[config.mk]
export PLATFORM = sky130hd
export DESIGN_NAME = luma_vertical_interp_filter_core
export DESIGN_NICKNAME = d
export VERILOG_FILES = /design/src/hdl/lvif_pkg.sv /design/src/hdl/luma_vertical_interp_filter_core.sv /design/src/hdl/lvif_fifo.sv /design/src/hdl/lvif_front.sv /design/src/hdl/lvif_back.sv
export SDC_FILE = /design/constraint.sdc
export NUM_CORES = 2
export LEC_CHECK = 0
export ABC_CLOCK_PERIOD_IN_PS = 12700
export BUFFER_PORTS_ARGS = -buffer_cell sky130_fd_sc_hd__buf_2
export CORE_MARGIN = 5
export CORE_UTILIZATION = 46
export DETAILED_ROUTE_END_ITERATION = 6
export PLACE_DENSITY_LB_ADDON = 0.15
export SLEW_MARGIN = 20
export SYNTH_ARGS = -nofsm -noshare
export SYNTH_HDL_FRONTEND = slang
export SYNTH_HIERARCHICAL = 1
export SYNTH_SLANG_ARGS = --single-unit
[constraint.sdc]
create_clock -name clk_i -period 12.7 [get_ports clk_i]
set_input_delay 1.905 -clock clk_i [delete_from_list [all_inputs] [get_ports clk_i]]
set_output_delay 1.905 -clock clk_i [all_outputs]
set_load 0.005 [all_outputs]
[src/hdl/lvif_pkg.sv]
// shared types, tap table and constants for the luma vertical interpolation filter
`timescale 1ns / 1ps

package lvif_pkg;

  // sample and payload widths
  localparam int SAMPLE_W   = 16;
  localparam int COEF_W     = 8;
  localparam int PROD_W     = SAMPLE_W + COEF_W;
  localparam int ACC_W      = 27;
  localparam int FILL_W     = 3;
  localparam int WIN_DEPTH  = 7;
  localparam int WIN_TAPS   = WIN_DEPTH + 1;
  localparam int NUM_OPS    = 6;
  localparam int NUM_PHASES = 4;

  // queue depths
  localparam int MID_DEPTH_DEF = 2;
  localparam int OUT_DEPTH_DEF = 8;

  // configuration port
  localparam int CFG_IDX_W  = 1;
  localparam int CFG_DATA_W = 2;
  localparam logic [CFG_IDX_W-1:0] CFG_FRAC_POSITION = 1'b0;
  localparam logic [CFG_IDX_W-1:0] CFG_RAW_OUTPUT    = 1'b1;

  // phase that selects the symmetric 8-tap half-sample filter
  localparam logic [1:0] HALF_PHASE = 2'd2;

  // fill levels needed before a result comes out
  localparam logic [FILL_W-1:0] NEED_7TAP = 3'd6;
  localparam logic [FILL_W-1:0] NEED_8TAP = 3'd7;
  localparam logic [FILL_W-1:0] FILL_MAX  = 3'd7;

  // output scaling
  localparam int PIXEL_OFFSET = 257 << 11;
  localparam int PIXEL_SHIFT  = 12;
  localparam int RAW_SHIFT    = 6;
  localparam int PIXEL_MAX    = 255;
  localparam int INT16_MAX    = 32767;
  localparam int INT16_MIN    = -32768;

  typedef logic signed [SAMPLE_W-1:0] sample_t;
  typedef logic signed [COEF_W-1:0]   coef_t;

  // coefficient per operand slot; the half row applies to the pre-added pairs
  localparam coef_t TAPS [NUM_PHASES][NUM_OPS] = '{
    '{ 8'sd0,  8'sd0,   8'sd0,  8'sd64,  8'sd0,   8'sd0 },
    '{-8'sd1,  8'sd4,  -8'sd10, 8'sd58,  8'sd17, -8'sd5 },
    '{-8'sd1,  8'sd4,  -8'sd11, 8'sd40,  8'sd0,   8'sd0 },
    '{ 8'sd1, -8'sd5,   8'sd17, 8'sd58, -8'sd10,  8'sd4 }
  };

  typedef struct packed {
    sample_t sample;
    logic    column_start;
    logic    column_end;
  } lvif_in_t;

  typedef struct packed {
    sample_t filtered_value;
    logic    last_of_column;
  } lvif_out_t;

  // work handed from front to back: window oldest first, newest sample on top
  typedef struct packed {
    sample_t [WIN_TAPS-1:0] win;
    logic                   last;
  } lvif_desc_t;

endpackage

[src/hdl/luma_vertical_interp_filter_core.sv]
// top level of the luma vertical interpolation filter
`timescale 1ns / 1ps

// Vertical second pass of luma sub-pixel interpolation, one column at a time.
// Input side is a queue: drive in_data_i and push; a beat is taken on a clock
// edge with push high and full low. Samples arrive top to bottom; column_start
// opens a column, column_end closes it. Result side is a queue: while empty is
// low the oldest result sits on out_data_o, and pop takes it.
// Every input beat once the window holds 6 samples (7 for the half phase)
// gives exactly one result; earlier beats of a column give none.
// A result passes through the middle queue and the operand, multiply and sum
// stages before it shows on out_data_o. Throughput: one beat per cycle on both
// sides while the receiver keeps up, set by the single multiply/add pipeline.
// When the receiver stalls, results collect in an OUT_DEPTH entry output
// queue; the pipeline only starts work it has room for, so the middle queue
// fills and then full goes high until pop frees space. Reset clears both queues,
// the window fill and the config. Configuration (frac_position, raw_output) is
// written via cfg_we_i by the user only while idle; the block does not enforce it.
module luma_vertical_interp_filter_core import lvif_pkg::*; #(
  parameter int MID_DEPTH = MID_DEPTH_DEF,
  parameter int OUT_DEPTH = OUT_DEPTH_DEF
) (
  input  logic                  clk_i,
  input  logic                  rst_ni,
  input  logic                  push,
  output logic                  full,
  input  lvif_in_t              in_data_i,
  output logic                  empty,
  input  logic                  pop,
  output lvif_out_t             out_data_o,
  input  logic                  cfg_we_i,
  input  logic [CFG_IDX_W-1:0]  cfg_idx_i,
  input  logic [CFG_DATA_W-1:0] cfg_wdata_i
);

  localparam int MID_CNT_W = $clog2(MID_DEPTH + 1);
  localparam int OUT_CNT_W = $clog2(OUT_DEPTH + 1);

  logic [1:0]           frac_q;
  logic                 raw_q;
  logic                 accept;
  logic                 mid_push, mid_full, mid_pop, mid_empty;
  lvif_desc_t           mid_wdata, mid_rdata;
  logic [MID_CNT_W-1:0] mid_count;
  logic                 out_push, out_full;
  lvif_out_t            out_wdata;
  logic [OUT_CNT_W-1:0] out_count;

  assign accept = push && !full;
  assign full   = mid_full;

  // configuration registers
  always_ff @(posedge clk_i or negedge rst_ni) begin
    if (!rst_ni) begin
      frac_q <= '0;
      raw_q  <= 1'b0;
    end else if (cfg_we_i) begin
      case (cfg_idx_i)
        CFG_FRAC_POSITION: frac_q <= cfg_wdata_i[1:0];
        CFG_RAW_OUTPUT:    raw_q  <= cfg_wdata_i[0];
        default: ;
      endcase
    end
  end

  // front end
  lvif_front u_front (
    .clk_i        (clk_i),
    .rst_ni       (rst_ni),
    .accept_i     (accept),
    .item_i       (in_data_i),
    .half_i       (frac_q == HALF_PHASE),
    .desc_valid_o (mid_push),
    .desc_o       (mid_wdata)
  );

  // queue between front and back
  lvif_fifo #(
    .DEPTH (MID_DEPTH),
    .WIDTH ($bits(lvif_desc_t))
  ) u_mid_fifo (
    .clk_i   (clk_i),
    .rst_ni  (rst_ni),
    .push_i  (mid_push),
    .data_i  (mid_wdata),
    .full_o  (mid_full),
    .pop_i   (mid_pop),
    .data_o  (mid_rdata),
    .empty_o (mid_empty),
    .count_o (mid_count)
  );

  // filter pipeline
  lvif_back #(
    .OUT_DEPTH (OUT_DEPTH)
  ) u_back (
    .clk_i           (clk_i),
    .rst_ni          (rst_ni),
    .frac_position_i (frac_q),
    .raw_output_i    (raw_q),
    .desc_empty_i    (mid_empty),
    .desc_i          (mid_rdata),
    .desc_pop_o      (mid_pop),
    .out_count_i     (out_count),
    .out_push_o      (out_push),
    .out_data_o      (out_wdata)
  );

  // result queue
  lvif_fifo #(
    .DEPTH (OUT_DEPTH),
    .WIDTH ($bits(lvif_out_t))
  ) u_out_fifo (
    .clk_i   (clk_i),
    .rst_ni  (rst_ni),
    .push_i  (out_push),
    .data_i  (out_wdata),
    .full_o  (out_full),
    .pop_i   (pop),
    .data_o  (out_data_o),
    .empty_o (empty),
    .count_o (out_count)
  );

`ifndef SYNTHESIS
  // the pipeline never delivers into a full result queue
  a_out_no_overflow: assert property (@(posedge clk_i) disable iff (!rst_ni)
    out_push |-> !out_full)
    else $error("result written while result queue full");

  // the middle queue count stays within its depth
  a_mid_count_bound: assert property (@(posedge clk_i) disable iff (!rst_ni)
    mid_count <= MID_CNT_W'(MID_DEPTH))
    else $error("middle queue count out of range");

  // a one-sample column never produces a result
  a_single_sample_column: assert property (@(posedge clk_i) disable iff (!rst_ni)
    (accept && in_data_i.column_start && in_data_i.column_end) |-> !mid_push)
    else $error("single-sample column produced a result");

  // a beat leaves the middle queue only when it enters the pipeline
  a_issue_tracks_pop: assert property (@(posedge clk_i) disable iff (!rst_ni)
    (mid_pop && !mid_empty) |=> u_back.v1_q)
    else $error("pipeline stage lost a popped beat");
`endif

endmodule

[src/hdl/lvif_fifo.sv]
// small flop-based first-in first-out queue with occupancy count
`timescale 1ns / 1ps

module lvif_fifo #(
  parameter int DEPTH = 2,
  parameter int WIDTH = 8,
  localparam int PTR_W = (DEPTH > 1) ? $clog2(DEPTH) : 1,
  localparam int CNT_W = $clog2(DEPTH + 1)
) (
  input  logic             clk_i,
  input  logic             rst_ni,
  input  logic             push_i,
  input  logic [WIDTH-1:0] data_i,
  output logic             full_o,
  input  logic             pop_i,
  output logic [WIDTH-1:0] data_o,
  output logic             empty_o,
  output logic [CNT_W-1:0] count_o
);

  logic [WIDTH-1:0] mem [DEPTH];
  logic [PTR_W-1:0] wr_ptr_q, wr_ptr_d;
  logic [PTR_W-1:0] rd_ptr_q, rd_ptr_d;
  logic [CNT_W-1:0] count_q, count_d;
  logic             do_push, do_pop;

  assign full_o  = (count_q == CNT_W'(DEPTH));
  assign empty_o = (count_q == '0);
  assign count_o = count_q;
  assign data_o  = mem[rd_ptr_q];
  assign do_push = push_i && !full_o;
  assign do_pop  = pop_i && !empty_o;

  // pointer and count update
  always_comb begin
    wr_ptr_d = wr_ptr_q;
    rd_ptr_d = rd_ptr_q;
    count_d  = count_q;
    if (do_push) begin
      wr_ptr_d = (wr_ptr_q == PTR_W'(DEPTH - 1)) ? '0 : wr_ptr_q + 1'b1;
    end
    if (do_pop) begin
      rd_ptr_d = (rd_ptr_q == PTR_W'(DEPTH - 1)) ? '0 : rd_ptr_q + 1'b1;
    end
    if (do_push && !do_pop) begin
      count_d = count_q + 1'b1;
    end else if (do_pop && !do_push) begin
      count_d = count_q - 1'b1;
    end
  end

  always_ff @(posedge clk_i or negedge rst_ni) begin
    if (!rst_ni) begin
      wr_ptr_q <= '0;
      rd_ptr_q <= '0;
      count_q  <= '0;
    end else begin
      wr_ptr_q <= wr_ptr_d;
      rd_ptr_q <= rd_ptr_d;
      count_q  <= count_d;
    end
  end

  // storage
  always_ff @(posedge clk_i) begin
    if (do_push) begin
      mem[wr_ptr_q] <= data_i;
    end
  end

endmodule

[src/hdl/lvif_front.sv]
// front end: delay line, window fill tracking and result classification
`timescale 1ns / 1ps

module lvif_front import lvif_pkg::*; (
  input  logic       clk_i,
  input  logic       rst_ni,
  input  logic       accept_i,
  input  lvif_in_t   item_i,
  input  logic       half_i,
  output logic       desc_valid_o,
  output lvif_desc_t desc_o
);

  sample_t           win_q [WIN_DEPTH];
  logic [FILL_W-1:0] fill_q, fill_d;
  logic [FILL_W-1:0] need;
  logic              window_ready;

  // a column start empties the window before this sample is looked at
  assign need         = half_i ? NEED_8TAP : NEED_7TAP;
  assign window_ready = !item_i.column_start && (fill_q >= need);
  assign desc_valid_o = accept_i && window_ready;

  // snapshot of the window plus the current sample
  always_comb begin
    for (int i = 0; i < WIN_DEPTH; i++) begin
      desc_o.win[i] = win_q[i];
    end
    desc_o.win[WIN_DEPTH] = item_i.sample;
    desc_o.last           = item_i.column_end;
  end

  // fill count: saturating, cleared at column boundaries
  always_comb begin
    fill_d = fill_q;
    if (accept_i) begin
      if (item_i.column_end) begin
        fill_d = '0;
      end else if (item_i.column_start) begin
        fill_d = FILL_W'(1);
      end else if (fill_q != FILL_MAX) begin
        fill_d = fill_q + 1'b1;
      end
    end
  end

  always_ff @(posedge clk_i or negedge rst_ni) begin
    if (!rst_ni) begin
      fill_q <= '0;
    end else begin
      fill_q <= fill_d;
    end
  end

  // delay line shifts by one sample per beat
  always_ff @(posedge clk_i) begin
    if (accept_i) begin
      for (int i = 0; i < WIN_DEPTH - 1; i++) begin
        win_q[i] <= win_q[i + 1];
      end
      win_q[WIN_DEPTH-1] <= item_i.sample;
    end
  end

endmodule

[src/hdl/lvif_back.sv]
// back end: operand prep, tap multiply, sum and output scaling pipeline
`timescale 1ns / 1ps

module lvif_back import lvif_pkg::*; #(
  parameter int OUT_DEPTH = OUT_DEPTH_DEF,
  localparam int CNT_W = $clog2(OUT_DEPTH + 1),
  localparam int SUM_W = CNT_W + 2
) (
  input  logic             clk_i,
  input  logic             rst_ni,
  input  logic [1:0]       frac_position_i,
  input  logic             raw_output_i,
  input  logic             desc_empty_i,
  input  lvif_desc_t       desc_i,
  output logic             desc_pop_o,
  input  logic [CNT_W-1:0] out_count_i,
  output logic             out_push_o,
  output lvif_out_t        out_data_o
);

  logic                    v1_q, v2_q, v3_q;
  sample_t                 op_q   [NUM_OPS];
  coef_t                   coef_q [NUM_OPS];
  logic signed [PROD_W-1:0] prod_q [NUM_OPS];
  logic signed [ACC_W-1:0] acc_q;
  logic                    last1_q, last2_q, last3_q;

  sample_t                 op_d [NUM_OPS];
  logic signed [ACC_W-1:0] acc_d;
  logic [SUM_W-1:0]        committed;
  logic                    issue;

  // issue only when the output queue has room for everything in flight
  assign committed = SUM_W'(out_count_i) + SUM_W'(v1_q) + SUM_W'(v2_q) + SUM_W'(v3_q);
  assign issue      = !desc_empty_i && (committed < SUM_W'(OUT_DEPTH));
  assign desc_pop_o = issue;

  // operand select: mirrored pair sums, or edge difference and plain samples
  always_comb begin
    if (frac_position_i == HALF_PHASE) begin
      for (int i = 0; i < NUM_OPS; i++) begin
        op_d[i] = '0;
      end
      for (int i = 0; i < 4; i++) begin
        op_d[i] = desc_i.win[i] + desc_i.win[WIN_TAPS-1-i];
      end
    end else begin
      op_d[0] = desc_i.win[1] - desc_i.win[WIN_TAPS-1];
      for (int i = 1; i < NUM_OPS; i++) begin
        op_d[i] = desc_i.win[i+1];
      end
    end
  end

  // adder over the six products
  always_comb begin
    acc_d = '0;
    for (int i = 0; i < NUM_OPS; i++) begin
      acc_d = acc_d + ACC_W'(prod_q[i]);
    end
  end

  always_ff @(posedge clk_i or negedge rst_ni) begin
    if (!rst_ni) begin
      v1_q <= 1'b0;
      v2_q <= 1'b0;
      v3_q <= 1'b0;
    end else begin
      v1_q <= issue;
      v2_q <= v1_q;
      v3_q <= v2_q;
    end
  end

  // stage registers
  always_ff @(posedge clk_i) begin
    if (issue) begin
      for (int i = 0; i < NUM_OPS; i++) begin
        op_q[i]   <= op_d[i];
        coef_q[i] <= TAPS[frac_position_i][i];
      end
      last1_q <= desc_i.last;
    end
    if (v1_q) begin
      for (int i = 0; i < NUM_OPS; i++) begin
        prod_q[i] <= PROD_W'(op_q[i]) * PROD_W'(coef_q[i]);
      end
      last2_q <= last1_q;
    end
    if (v2_q) begin
      acc_q   <= acc_d;
      last3_q <= last2_q;
    end
  end

  // output scaling: rounded pixel clip or raw shift with int16 saturation
  logic signed [ACC_W-1:0] pix_sum, pix_sh, raw_sh;
  sample_t                 result;

  always_comb begin
    pix_sum = acc_q + ACC_W'(PIXEL_OFFSET);
    pix_sh  = pix_sum >>> PIXEL_SHIFT;
    raw_sh  = acc_q >>> RAW_SHIFT;
    if (raw_output_i) begin
      if (raw_sh > ACC_W'(INT16_MAX)) begin
        result = SAMPLE_W'(INT16_MAX);
      end else if (raw_sh < ACC_W'(INT16_MIN)) begin
        result = SAMPLE_W'(INT16_MIN);
      end else begin
        result = raw_sh[SAMPLE_W-1:0];
      end
    end else begin
      if (pix_sh < 0) begin
        result = '0;
      end else if (pix_sh > ACC_W'(PIXEL_MAX)) begin
        result = SAMPLE_W'(PIXEL_MAX);
      end else begin
        result = pix_sh[SAMPLE_W-1:0];
      end
    end
  end

  assign out_push_o                = v3_q;
  assign out_data_o.filtered_value = result;
  assign out_data_o.last_of_column = last3_q;

endmodule

==> run_results.csv <==
group,metric,value,unit
yosys,synth_warnings,6,
min_path,min_from,"u_back/last1_q$_DFFE_PP_",
global_routing,grt_pass1_vias,36200,
global_routing,overflow,0,
min_path,min_to,"u_back/last2_q$_DFFE_PP_",
yosys,synth.avg_cell_area,11.8,um2
die,dieWidth,369,um
global_routing,grt_antenna_before_repair,6,
worst_setup_path,crit_fanout,62,
detailed_routing,vias,34900,
sta,worst_pin_slew,1120,ps
sta,skew,57.4,ps
sta,rsz0062_at_grt,"false",
yosys,netlist_area,59200,um2
sta,final_max_slew_viol_count,0,
clocking,clk_latency,710,ps
worst_setup_path,r2r-start,"u_back/coef_q[0][6]$_DFFE_PP_",
die,pin_count,45,
global_routing,grt_max_degree,71,
global_routing,grt_usage,20.3,%
die,std_cell_rows,131,
detailed_routing,viasPerCell,5.14,
yosys,netlist_instances,4999,
worst_setup_path,critPathRequiredTime,13120,ps
sta,finalSetupTns,0,ps
sta,relSlewSlack,24.5,%
worst_setup_path,arrival,6240,ps
clocking,clk_pin_slew_worst_paths,60,ps
detailed_routing,first_pass_iters,5,
detailed_routing,totalWireLength,136000,um
layout,syn_to_final_growth,8.35,%
status,run_status,"complete, no violations",
sta,fmax,172,MHz
worst_setup_path,r2r_slack,6890,ps
die,initial_core_util,46.4,%
yosys,synth_fp_nets,6032,
min_path,hold_depth,0,
placed_design,io_buffer_count,44,
clocking,cts_buffers,90,
clocking,cts_max_level,3,
clocking,cts_hold_buf,0,
detailed_routing,postRouteAntennaNets,0,
min_path,holdCritPathClass,"flop to flop",
worst_setup_path,reg2reg_depth,19,
clocking,numClockSinks,799,
clocking,cts_root_buffer,"clkbuf_16",
detailed_routing,wl_per_cell,20.0,um
layout,drive_gt1_share,8.77,%
die,die_h,369,um
layout,nets,6079,
layout,layout_common_cells,"inv_1, edfxtp_1, fa_1",
worst_setup_path,start_kind,"flop",
flow_run,max_cap_viol_count,0,
worst_setup_path,cp-end-kind,"flop",
die,core,128000,um2
detailed_routing,drtIter0Drc,2035,
global_routing,grt_pass1_wl,213000,um
detailed_routing,drcViolationCount,0,
clocking,post_cts_buffers,0,
clocking,cts.path.max_buffers,3,
placed_design,gp_congestion,0.885,
worst_setup_path,critPathKind,"flop to flop",
sta,period_share,45.8,%
layout,mostFrequentLayoutCell,"inv_1",
clocking,cts_resized,0,
die,dieArea,136000,um2
sta,finalCriticalPeriod,5810,ps
worst_setup_path,reg2reg_to,"u_back/prod_q[0][23]$_DFFE_PP_",
placed_design,dp.final_hpwl,107000,um
sta,hold_violations,0,
sta,setup_violations,0,
clocking,cts_tree,"done",
## sequential cells by signal (all words and copies together), names as in the netlist
| register | cells |
|---|---|
| u_back/acc_q | 21 |
| u_out_fifo/mem | 136 |
| u_front/win_q | 112 |
| u_back/last1_q | 1 |
| u_back/op_q | 96 |
| u_out_fifo/rd_ptr_q | 3 |
| frac_q | 2 |
| u_back/v2_q | 1 |
| u_mid_fifo/count_o | 2 |
| u_back/v1_q | 1 |
| u_back/coef_q | 7 |
| raw_q | 1 |
| u_mid_fifo/rd_ptr_q | 1 |
| u_back/out_push_o | 1 |
| u_back/last2_q | 1 |
| u_out_fifo/count_o | 4 |
| u_back/prod_q | 143 |
| u_out_fifo/wr_ptr_q | 3 |
| u_back/last3_q | 1 |
| u_mid_fifo/wr_ptr_q | 1 |
| u_mid_fifo/mem | 258 |
| u_front/fill_q | 3 |
## layout make-up
| class | instances | area, um2 |
|---|---|---|
| diodes | 1 | 2.50 |
| clock buffers | 113 | 2380 |
| clock inverters | 53 | 609 |
| fillers | 11300 | 63500 |
| inverters | 996 | 3740 |
| multi-input cells | 3081 | 31000 |
| flip-flops and latches | 799 | 23900 |
| well taps | 1662 | 2080 |
| repair buffers | 78 | 483 |
## routing by layer
layer	GRT usage (%)	vias to the layer above	part of all wire, %
met5	0	-	0
met4	4.40	0	2.1
met3	2.66	131	3.7
met2	34.8	593	49
met1	28.0	17300	46
li1	-	16900	-
## critical path, cell delays in order (launching register included)
cell      delay [ps]
edfxtp_1         350
buf_4            510
and2_1           350
inv_1            150
fa_1             540
inv_1             50
fa_1             450
fa_1             490
inv_1             50
fa_1             470
inv_1             40
ha_1             320
a21o_1           210
a21o_1           170
a21o_1           200
or3_1            320
a211o_1          320
a311o_1          290
a21oi_1          170
xnor2_1           80
## per-stage QoR
step                      setup WS (ps)  cells  utilization (%)  hold slack, ps  area [um2]
after floorplan                     924   4999                -             400       59200
after global placement             6680   6615             47.9             406       61100
after detailed placement           6650   6616             47.9             407       61100
after CTS                          6860   6782             50.2             421       64100
after global routing               6520   6782             50.2             427       64100
final                              6890   6783             50.2             419       64100
## worst max-delay path by stage
stage / start / endpoint / slack, ps / cells past startpoint
after floorplan: push / u_mid_fifo/mem[0][0]$_DFFE_PP_ / 920 / 5
after global placement: push / u_mid_fifo/mem[0][96]$_DFFE_PP_ / 6680 / 9
after detailed placement: push / u_mid_fifo/mem[0][96]$_DFFE_PP_ / 6650 / 9
after CTS: u_back/coef_q[0][6]$_DFFE_PP_ / u_back/prod_q[0][23]$_DFFE_PP_ / 6860 / 19
after global routing: u_back/coef_q[5][6]$_SDFFCE_PP0P_ / u_back/prod_q[5][20]$_DFFE_PP_ / 6520 / 20
final: u_back/coef_q[0][6]$_DFFE_PP_ / u_back/prod_q[0][23]$_DFFE_PP_ / 6890 / 19
Power is left out: the tool's default activity adds up to more than one toggle a clock period on the data nets, which glitch-free logic cannot reach.
